File: src/sv/hfr1_pkg.sv
// Package: binary16 multiply, add and rounding helpers for the rank-1 update core.
package hfr1_pkg;

   localparam logic [15:0] QNAN_BITS  = 16'h7E00;
   localparam logic [14:0] INF_MAG    = 15'h7C00;
   localparam logic [15:0] ALPHA_INIT = 16'h0000;

   // Count leading zeros of a 24-bit word (zero input not used).
   function automatic logic [4:0] hfr1_lzc(input logic [23:0] w);
      logic [4:0] n;
      logic       found;
      n     = 5'd0;
      found = 1'b0;
      for (int i = 23; i >= 0; i--) begin
         if (!found && w[i]) begin
            n     = 5'(23 - i);
            found = 1'b1;
         end
      end
      return n;
   endfunction

   // Round a normalised 24-bit significand to binary16, nearest even.
   function automatic logic [15:0] hfr1_round(input logic sign, input logic signed [7:0] be,
                                              input logic [23:0] mn);
      logic [7:0]  sh;
      logic [4:0]  ebase;
      logic [23:0] t;
      logic        lost;
      logic [10:0] q;
      logic        g;
      logic        st;
      logic        rnd;
      logic [15:0] res;
      if (be >= 8'sd31) begin
         res = {sign, INF_MAG};
      end else begin
         if (be >= 8'sd1) begin
            sh    = 8'd0;
            ebase = 5'(be - 8'sd1);
         end else begin
            sh    = 8'(8'sd1 - be);
            ebase = 5'd0;
         end
         if (sh >= 8'd24) begin
            t    = 24'd0;
            lost = |mn;
         end else begin
            t    = mn >> sh;
            lost = |(mn & ~(24'hFFFFFF << sh));
         end
         q   = t[23:13];
         g   = t[12];
         st  = (|t[11:0]) | lost;
         rnd = g & (st | q[0]);
         res = {sign, 15'({ebase, 10'b0}) + 15'(q) + 15'(rnd)};
      end
      return res;
   endfunction

   function automatic logic [15:0] hfr1_mul(input logic [15:0] a, input logic [15:0] b);
      logic              sgn;
      logic [4:0]        ea;
      logic [4:0]        eb;
      logic [10:0]       sa;
      logic [10:0]       sb;
      logic [21:0]       p;
      logic [23:0]       m0;
      logic [4:0]        lz;
      logic signed [7:0] be;
      logic              a_nan;
      logic              b_nan;
      logic              a_inf;
      logic              b_inf;
      logic              a_zero;
      logic              b_zero;
      logic [15:0]       res;
      sgn    = a[15] ^ b[15];
      a_nan  = (a[14:10] == 5'h1F) && (a[9:0] != 10'd0);
      b_nan  = (b[14:10] == 5'h1F) && (b[9:0] != 10'd0);
      a_inf  = (a[14:0] == INF_MAG);
      b_inf  = (b[14:0] == INF_MAG);
      a_zero = (a[14:0] == 15'd0);
      b_zero = (b[14:0] == 15'd0);
      ea     = (a[14:10] == 5'd0) ? 5'd1 : a[14:10];
      eb     = (b[14:10] == 5'd0) ? 5'd1 : b[14:10];
      sa     = {a[14:10] != 5'd0, a[9:0]};
      sb     = {b[14:10] != 5'd0, b[9:0]};
      p      = 22'(sa) * 22'(sb);
      m0     = {p, 2'b00};
      lz     = hfr1_lzc(m0);
      be     = signed'(8'(ea) + 8'(eb) - 8'd14 - 8'(lz));
      if (a_nan || b_nan || (a_inf && b_zero) || (b_inf && a_zero)) begin
         res = QNAN_BITS;
      end else if (a_inf || b_inf) begin
         res = {sgn, INF_MAG};
      end else if (a_zero || b_zero) begin
         res = {sgn, 15'd0};
      end else begin
         res = hfr1_round(sgn, be, m0 << lz);
      end
      return res;
   endfunction

   function automatic logic [15:0] hfr1_add(input logic [15:0] a, input logic [15:0] b);
      logic [15:0]       l;
      logic [15:0]       s;
      logic [4:0]        el;
      logic [4:0]        es;
      logic [4:0]        d;
      logic [13:0]       lw;
      logic [13:0]       sw;
      logic [13:0]       sm;
      logic [14:0]       sum;
      logic [23:0]       m0;
      logic [4:0]        lz;
      logic signed [7:0] be;
      logic              a_nan;
      logic              b_nan;
      logic              a_inf;
      logic              b_inf;
      logic [15:0]       res;
      a_nan = (a[14:10] == 5'h1F) && (a[9:0] != 10'd0);
      b_nan = (b[14:10] == 5'h1F) && (b[9:0] != 10'd0);
      a_inf = (a[14:0] == INF_MAG);
      b_inf = (b[14:0] == INF_MAG);
      if (a[14:0] >= b[14:0]) begin
         l = a;
         s = b;
      end else begin
         l = b;
         s = a;
      end
      el = (l[14:10] == 5'd0) ? 5'd1 : l[14:10];
      es = (s[14:10] == 5'd0) ? 5'd1 : s[14:10];
      d  = el - es;
      lw = {l[14:10] != 5'd0, l[9:0], 3'b000};
      sw = {s[14:10] != 5'd0, s[9:0], 3'b000};
      if (d >= 5'd14) begin
         sm = {13'd0, |sw};
      end else begin
         sm    = sw >> d;
         sm[0] = sm[0] | (|(sw & ~(14'h3FFF << d)));
      end
      sum = (l[15] == s[15]) ? (15'(lw) + 15'(sm)) : (15'(lw) - 15'(sm));
      m0  = {sum, 9'd0};
      lz  = hfr1_lzc(m0);
      be  = signed'(8'(el) + 8'd1 - 8'(lz));
      if (a_nan || b_nan || (a_inf && b_inf && (a[15] != b[15]))) begin
         res = QNAN_BITS;
      end else if (a_inf) begin
         res = a;
      end else if (b_inf) begin
         res = b;
      end else if ((a[14:0] == 15'd0) && (b[14:0] == 15'd0)) begin
         res = {a[15] & b[15], 15'd0};
      end else if (sum == 15'd0) begin
         res = 16'd0;
      end else begin
         res = hfr1_round(l[15], be, m0 << lz);
      end
      return res;
   endfunction

endpackage

File: src/sv/half_float_rank1_update_core.sv
// Top level: three-stage binary16 rank-1 element update a + x*(alpha*y).
// An accepted request beat moves through the stage 1, 2 and 3 registers; stage 3 drives its response beat.
// Throughput: one beat per cycle while the output is not stalled; stages are alpha*y, x*t, a+p, one each.
// A stalled output holds the last stage and every full stage before it; empty stages upstream still fill.
// Reset (synchronous, active high) empties the pipeline and clears alpha to +0.
module half_float_rank1_update_core
   import hfr1_pkg::*;
(
   input  logic        clock,
   input  logic        reset,
   input  logic        req_valid,
   output logic        req_stall,
   input  logic [15:0] req_a_value,
   input  logic [15:0] req_x_value,
   input  logic [15:0] req_y_value,
   input  logic        req_last_element,
   output logic        rsp_valid,
   input  logic        rsp_stall,
   output logic [15:0] rsp_a_updated,
   output logic        rsp_last_result,
   input  logic        csr_valid,
   output logic        csr_ready,
   input  logic [15:0] csr_alpha
);

   logic [15:0] alpha_ff;

   // stage 1: scale t = alpha*y
   logic        v1_ff;
   logic [15:0] a1_ff, x1_ff, t1_ff;
   logic        last1_ff, byp1_ff;
   // stage 2: product p = x*t
   logic        v2_ff;
   logic [15:0] a2_ff, p2_ff;
   logic        last2_ff, byp2_ff;
   // stage 3: sum, the output register
   logic        v3_ff;
   logic [15:0] r3_ff;
   logic        last3_ff;

   logic adv1, adv2, adv3;
   logic [15:0] t1_in, p2_in, r3_in;
   logic        byp1_in;

   // A stage advances when it is empty or the one after it moves on.
   assign adv3      = !v3_ff || !rsp_stall;
   assign adv2      = !v2_ff || adv3;
   assign adv1      = !v1_ff || adv2;
   assign req_stall = !adv1;
   assign csr_ready = 1'b1;

   // Zero alpha or zero y (either sign) passes the element through untouched.
   assign byp1_in = (alpha_ff[14:0] == 15'd0) || (req_y_value[14:0] == 15'd0);
   assign t1_in   = hfr1_mul(alpha_ff, req_y_value);
   assign p2_in   = hfr1_mul(x1_ff, t1_ff);
   assign r3_in   = byp2_ff ? a2_ff : hfr1_add(a2_ff, p2_ff);

   always_ff @(posedge clock) begin
      if (reset) begin
         alpha_ff <= ALPHA_INIT;
         v1_ff    <= 1'b0;
         v2_ff    <= 1'b0;
         v3_ff    <= 1'b0;
      end else begin
         if (csr_valid && csr_ready) begin
            alpha_ff <= csr_alpha;
         end
         if (adv1) begin
            v1_ff <= req_valid;
         end
         if (adv2) begin
            v2_ff <= v1_ff;
         end
         if (adv3) begin
            v3_ff <= v2_ff;
         end
      end
   end

   // Payload registers: load on advance, hold otherwise.
   always_ff @(posedge clock) begin
      if (adv1) begin
         a1_ff    <= req_a_value;
         x1_ff    <= req_x_value;
         t1_ff    <= t1_in;
         last1_ff <= req_last_element;
         byp1_ff  <= byp1_in;
      end
      if (adv2) begin
         a2_ff    <= a1_ff;
         p2_ff    <= p2_in;
         last2_ff <= last1_ff;
         byp2_ff  <= byp1_ff;
      end
      if (adv3) begin
         r3_ff    <= r3_in;
         last3_ff <= last2_ff;
      end
   end

   assign rsp_valid       = v3_ff;
   assign rsp_a_updated   = r3_ff;
   assign rsp_last_result = last3_ff;

`ifndef SYNTHESIS
   a_stall_full : assert property (@(posedge clock) disable iff (reset)
      req_stall |-> (v1_ff && v2_ff && v3_ff))
      else $error("request stalled with an empty stage");
   a_hold_mid : assert property (@(posedge clock) disable iff (reset)
      (v2_ff && !adv3) |=> v2_ff)
      else $error("stage 2 beat dropped under stall");
   a_bypass : assert property (@(posedge clock) disable iff (reset)
      (adv3 && v2_ff && byp2_ff) |=> (rsp_a_updated == $past(a2_ff)))
      else $error("bypass element altered");
`endif

endmodule

File: config.mk
export PLATFORM = sky130hd
export DESIGN_NAME = half_float_rank1_update_core
export DESIGN_NICKNAME = d
export VERILOG_FILES = /design/src/sv/hfr1_pkg.sv /design/src/sv/half_float_rank1_update_core.sv
export SDC_FILE = /design/constraint.sdc
export NUM_CORES = 1
export LEC_CHECK = 0
export BUFFER_PORTS_ARGS = -buffer_cell sky130_fd_sc_hd__clkbuf_2
export CORE_MARGIN = 1.5
export CORE_UTILIZATION = 51
export DETAILED_ROUTE_END_ITERATION = 10
export PLACE_DENSITY_LB_ADDON = 0.12
export REMOVE_ABC_BUFFERS = 1
export SYNTH_ARGS = -nofsm -noshare
export SYNTH_HDL_FRONTEND = slang
export SYNTH_SLANG_ARGS = --single-unit
export TNS_END_PERCENT = 10
File: constraint.sdc
create_clock -name clock -period 41.8 [get_ports clock]
set_input_delay 12.54 -clock clock [delete_from_list [all_inputs] [get_ports clock]]
set_output_delay 12.54 -clock clock [all_outputs]
set_load 0.005 [all_outputs]
==> key figures, run 1 <==
Run status
  – Status: finished, final reports clean

Cells and area
  – Share of cells above drive strength 1: 0.07231
  – Reg area: 0.003413 sq mm
  – Fillers: 4900
  – Most common cell after layout, fill and taps aside: nand2_1
  – Highest-count cells in the layout ignoring fill and taps: 408 x nand2_1, 343 x inv_1, 273 x nor2_1, 214 x ha_1, 190 x o21ai_0
  – Area of the multi-input gates: 0.02135 sq mm
  – # nets final: 3937
  – Synth-to-Final Area Change: 5.203%

Placement
  – Number of buffers inserted by port buffering: 88
  – DP HPWL: 72900 microns
  – Routability congestion estimate: 0.9943

Global route
  – Maximum number of pins on one net before global-route repair: 51
  – Initial antenna violation count: 6
  – Vias in the first global route: 26430
  – Grt total ovfl: 0
  – Global-route wire length before repair: 143900 microns
  – Tot GR Track Use: 0.3371

Setup path
  – CP Launch Type: input port
  – Biggest fanout along the worst timing path: 25
  – CP Class: input port to flip-flop
  – Critical-path top delay cell: clkinv_1
  – Req. time, crit path: 42.00 ns
  – Crit end category: flip-flop
  – Worst path max stage delay: 0.83 ns
  – Critical path arrival: 26.86 ns

Drt
  – DRC errors left: 0
  – Initial DRC count: 2911
  – Detailed Routing Iterations Pass 1: 8
  – DR vias: 27170
  – Wire length per cell: 21.96 microns
  – Vias per cell: 6.500
  – DRT antenna net count: 0
  – Routed WL: 91790 microns

Synthesis
  – Sequential share of the synthesized area: 0.1274
  – Syn Area/Cell: 7.576 sq um
  – FF+latch count, synth: 120
  – Synth cell types: 115
  – Post-Synthesis Cells: 3536
  – Post-synth EDFFs: 101
  – Yosys warning count: 0
  – Top_reg_cell synth: edfxtp_1
  – Share of flip-flops with an asynchronous set or reset: 0
  – Mapped cell area: 0.02679 sq mm
  – Top post-synthesis cells by area: fa_1 12%, edfxtp_1 11%, ha_1 10%
  – Leading area contributor after synthesis: fa_1
  – Synth top area share: 0.1248

STA
  – Crit share post-route: 0.6378
  – Max Clock Freq: 37.51 MHz
  – TNS Setup: 0 ns
  – Worst relative slew slack: 0.1729
  – Actual slew at the worst max-slew pin: 1.225 ns
  – Fin. Hold Viols: 0
  – Minimum clock period: 26.66 ns
  – Final Setup Violations: 0
  – Slew Viols, Final: 0
  – Unrepaired setup endpoints after global routing: no
  – Worst Skew: 0.01381 ns

Floorplanning
  – Die ar.: 0.05391 sq mm
  – Number of primary I/O pins: 90
  – Initial Util: 0.5190
  – Die Y: 232.2 microns
  – Die W: 232.2 microns
  – Core area: 0.05161 sq mm
  – Row count: 83

Clock tree
  – CTS-repair resized insts: 0
  – Cts bufs inserted: 17
  – Root Driver: clkbuf_16
  – TritonCTS Sinks: 120
  – CTS H-tree depth: 4
  – Post-CTS Setup Inserts: 0
  – Clock-pin slew on the worst setup and hold paths: 0.06 ns
  – Clk buf depth: 2
  – Skew-Pair Late Insertion Delay: 0.48 ns
  – CTS tree: yes
  – Cts-stage hold buffer count: 0

Run
  – Max Cap Viol: 0

Worst hold path
  – Hold Crit Class: flip-flop to flip-flop
[metal layers]
metal / wire, microns / GRT usage / vias to the layer above
li1: - / - / 12580
met3: 6560 / 0.05501 / 248
met2: 43530 / 0.5735 / 1264
met1: 37860 / 0.4204 / 13080
met5: 69 / 0 / -
met4: 3772 / 0.1429 / 10
[kinds of logic after synthesis]
kind of cell / after synthesis / synth area share
fa+ha+maj: 384 / 0.2259
simple gates: 1342 / 0.2466
other cells: 1 / 0.0001400
compound gates: 933 / 0.2434
flops: 120 / 0.1274
mux: 110 / 0.04418
buf+inv: 535 / 0.07608
xor+xnor: 111 / 0.03629
[critical path: cells and delay by family]
family	cells	cell delay, ns
buffers and inverters	4	1.03
AO/OA/AOI/OAI	14	4.14
multiplexers	1	0.38
XOR/XNOR	3	0.48
AND/OR/NAND/NOR	13	4.85
adder cells (fa/ha/maj)	7	3.41
[state kept, by name, indices dropped and copies added, names as in the netlist, 16 cells and up]
signal / cells
t1_ff: 16
rsp_a_updated: 16
x1_ff: 16
a2_ff: 16
a1_ff: 16
alpha_ff: 16
p2_ff: 16
[path summary, 6_finish.rpt]
| check | startpoint | to | slack [ns] | depth (start not counted) |
|---|---|---|---|---|
| max reg2reg | a2_ff[0] | rsp_a_updated[12] | 25.78 | 59 |
| max | req_y_value[10] | t1_ff[10] | 15.14 | 42 |
| min | byp1_ff | byp2_ff | 0.41 | 0 |
| min reg2reg | byp1_ff | byp2_ff | 0.41 | 0 |
[stage by stage]
step | utilization | hold slack, ns | setup slack (ns) | instance area [sq um] | instances
floorplan | - | 0.4003 | 15.25 | 26070 | 3351
global placement | 0.5344 | 0.4013 | 15.13 | 27580 | 4147
detailed placement | 0.5344 | 0.4045 | 14.88 | 27580 | 4147
CTS | 0.5460 | 0.4162 | 15.40 | 28180 | 4179
global route | 0.5460 | 0.4252 | 14.36 | 28180 | 4179
finish | 0.5460 | 0.4119 | 15.14 | 28180 | 4180
[area by class of cell]
| class | count | share of cell area |
|---|---|---|
| Multi-Input combinational cell | 2881 | 0.7576 |
| Sequential cell | 120 | 0.1211 |
| Inverter | 350 | 0.04661 |
| Tap cell | 680 | 0.03019 |
| Timing Repair Buffer | 116 | 0.02309 |
| Clock buffer | 17 | 0.01509 |
| Clock inverter | 15 | 0.006215 |
| Antenna cell | 1 | 0.00008879 |
[synthesized netlist by cell type (41+ instances only)]
cell type	number
nand2_1	409
inv_1	343
nor2_1	273
ha_1	214
o21ai_0	190
a21oi_1	173
and2_1	168
fa_1	167
clkbuf_1	153
nor3_1	108
edfxtp_1	101
nand3_1	100
mux2i_1	82
xnor2_1	70
a211oi_1	56
o211ai_1	54
a21o_1	50
nand4_1	46
xor2_1	41
Power of run 1 is left out: the tool's default activity adds up to more than one toggle a clock period on the data nets, which glitch-free logic cannot reach.
==> run 2: changes to the inputs <==
==> constraint.sdc (replaced) <==
create_clock -name clock -period 25.2 [get_ports clock]
set_input_delay 7.56 -clock clock [delete_from_list [all_inputs] [get_ports clock]]
set_output_delay 7.56 -clock clock [all_outputs]
set_load 0.005 [all_outputs]
==> run 2 against run 1 <==
Net effect:
- setup slack got worse by 11 ns
- cell count barely moved
- non-clock buffer count did not move
- register-to-register slack got worse by 17 ns
- global-route usage rose by 0.26 points
- hold slack improved by 0.0053 ns
- critical path type unchanged
- highest routed layer unchanged
==> key figures, run 2 (synthesis results as in run 1) <==
Run
  – Max Cap Viol: 0 (unchanged)

STA
  – Worst Skew: 0.02347 ns (+0.009665 ns)
  – Unrepaired setup endpoints after global routing: no
  – Slew Viols, Final: 0 (unchanged)
  – Min Hold Slack: 0.4172 ns (+0.005302 ns)
  – Setup WS post-layout: 4.058 ns (-11.08 ns)
  – Fin. Hold Viols: 0 (unchanged)
  – Worst relative slew slack: 0.1468 (-0.02611)
  – Final Setup Violations: 0 (unchanged)
  – Max Clock Freq: 47.30 MHz
  – TNS Setup: 0 ns (unchanged)
  – Crit share post-route: 0.8390
  – Minimum clock period: 21.14 ns
  – Actual slew at the worst max-slew pin: 1.268 ns (+0.04350 ns)

Setup path
  – CP Class: input port to flip-flop
  – Buf+Inv Stages, Crit Path: 5 (+1)
  – Reg2reg start: a2_ff[0]
  – CP top delay family: simple AND/OR/NAND/NOR gates
  – Crit end category: flip-flop
  – R2r setup slk: 9.15 ns (-16.63 ns)
  – Biggest fanout along the worst timing path: 25 (unchanged)
  – CP Launch Type: input port
  – R2R cell count: 57 (-3.4%)
  – Critical path arrival: 21.34 ns (-5.52 ns)
  – Reg2reg end: rsp_a_updated[14]
  – Req. time, crit path: 25.40 ns (-16.60 ns)
  – Worst path max stage delay: 0.81 ns (-0.02 ns)
  – Instance count on the critical path: 43 (+2.4%)
  – Worst setup startpoint: req_y_value[13]
  – Critical-path top delay cell: clkinv_1

Global route
  – Vias in the first global route: 26490 (+0.24%)
  – Tot GR Track Use: 0.3398 (+0.002630)
  – Maximum number of pins on one net before global-route repair: 51 (unchanged)
  – Global-route wire length before repair: 144800 microns (+0.60%)
  – Initial antenna violation count: 9 (+3)
  – Grt total ovfl: 0 (unchanged)

Cells and area
  – Share of cells above drive strength 1: 0.07202 (-0.0002858)
  – Highest-count cells in the layout ignoring fill and taps: 408 x nand2_1, 343 x inv_1, 273 x nor2_1, 214 x ha_1, 190 x o21ai_0
  – Most common cell after layout, fill and taps aside: nand2_1
  – Synth-to-Final Area Change: 5.156% (about the same)
  – # nets final: 3937 (unchanged)

Floorplanning
  – Core area: 0.05161 sq mm (unchanged)
  – Initial Util: 0.5190 (unchanged)
  – Number of primary I/O pins: 90 (unchanged)
  – Die Y: 232.2 microns (unchanged)
  – Die ar.: 0.05391 sq mm (unchanged)
  – Die W: 232.2 microns (unchanged)
  – Row count: 83 (unchanged)

Run status
  – Status: finished, final reports clean

Drt
  – DRC errors left: 0 (unchanged)
  – DRT antenna net count: 0 (unchanged)
  – Detailed Routing Iterations Pass 1: 7 (-1)
  – Initial DRC count: 2596 (-11%)
  – Routed WL: 92050 microns (+0.29%)
  – Vias per cell: 6.502 (about the same)
  – DR vias: 27190 (+0.066%)
  – Wire length per cell: 22.01 microns (+0.24%)

Clock tree
  – Clk buf depth: 2 (unchanged)
  – CTS H-tree depth: 4 (unchanged)
  – Skew-Pair Late Insertion Delay: 0.48 ns (about the same)
  – Root Driver: clkbuf_16
  – Cts bufs inserted: 17 (unchanged)
  – Cts-stage hold buffer count: 0 (unchanged)
  – Clock-pin slew on the worst setup and hold paths: 0.06 ns (about the same)
  – CTS-repair resized insts: 0 (unchanged)
  – Post-CTS Setup Inserts: 0 (unchanged)
  – TritonCTS Sinks: 120 (unchanged)
  – CTS tree: yes

Worst hold path
  – Hold Crit Class: flip-flop to flip-flop
  – Hold Path Sink: a2_ff[7]
  – Hold_sp: a1_ff[7]
  – Worst hold stages: 0 (unchanged)

Placement
  – Routability congestion estimate: 0.9968 (+0.25%)
  – DP HPWL: 72950 microns (about the same)
  – Number of buffers inserted by port buffering: 88 (unchanged)
  – Setup WS pre-CTS: 3.706 ns (-11.18 ns)
-- run 2: final cells by class --
cell class | instances | area [sq um]
fillers | 4966 | 23440
multi-input cells | 2881 | 21350
flip-flops and latches | 120 | 3413
inverters | 350 | 1314
well taps | 680 | 850.8
repair buffers | 116 | 650.6
clock buffers | 20 | 456.7
clock inverters | 12 | 126.4
diodes | 3 | 7.507
-- run 2: per-layer routing --
layer | track usage | vias to the layer above | part of all wire
met3 | 0.05587 | 250 | 0.065
li1 | - | 12570 | -
met1 | 0.4209 | 13210 | 0.41
met5 | 0 | - | 0.0011
met4 | 0.1443 | 14 | 0.040
met2 | 0.5807 | 1143 | 0.48
-- run 2: worst max-delay path by stage --
stage | slack (ns) | endpoint
4_1_cts | 4.22 | t1_ff[10]
3_3_place_gp | 4.01 | t1_ff[10]
5_1_grt | 3.24 | t1_ff[10]
6_report | 4.06 | t1_ff[10]
2_1_floorplan | 5.48 | t1_ff[10]
3_5_place_dp | 3.71 | t1_ff[10]
-- run 2: through the flow --
stage	utilization	cell area, sq um	instances
2_1_floorplan	-	26070	3351
3_3_place_gp	0.5344	27580	4147
3_5_place_dp	0.5344	27580	4147
4_1_cts	0.5457	28160	4179
5_1_grt	0.5457	28160	4179
6_report	0.5458	28170	4182
Power of run 2 is left out for the same reason.
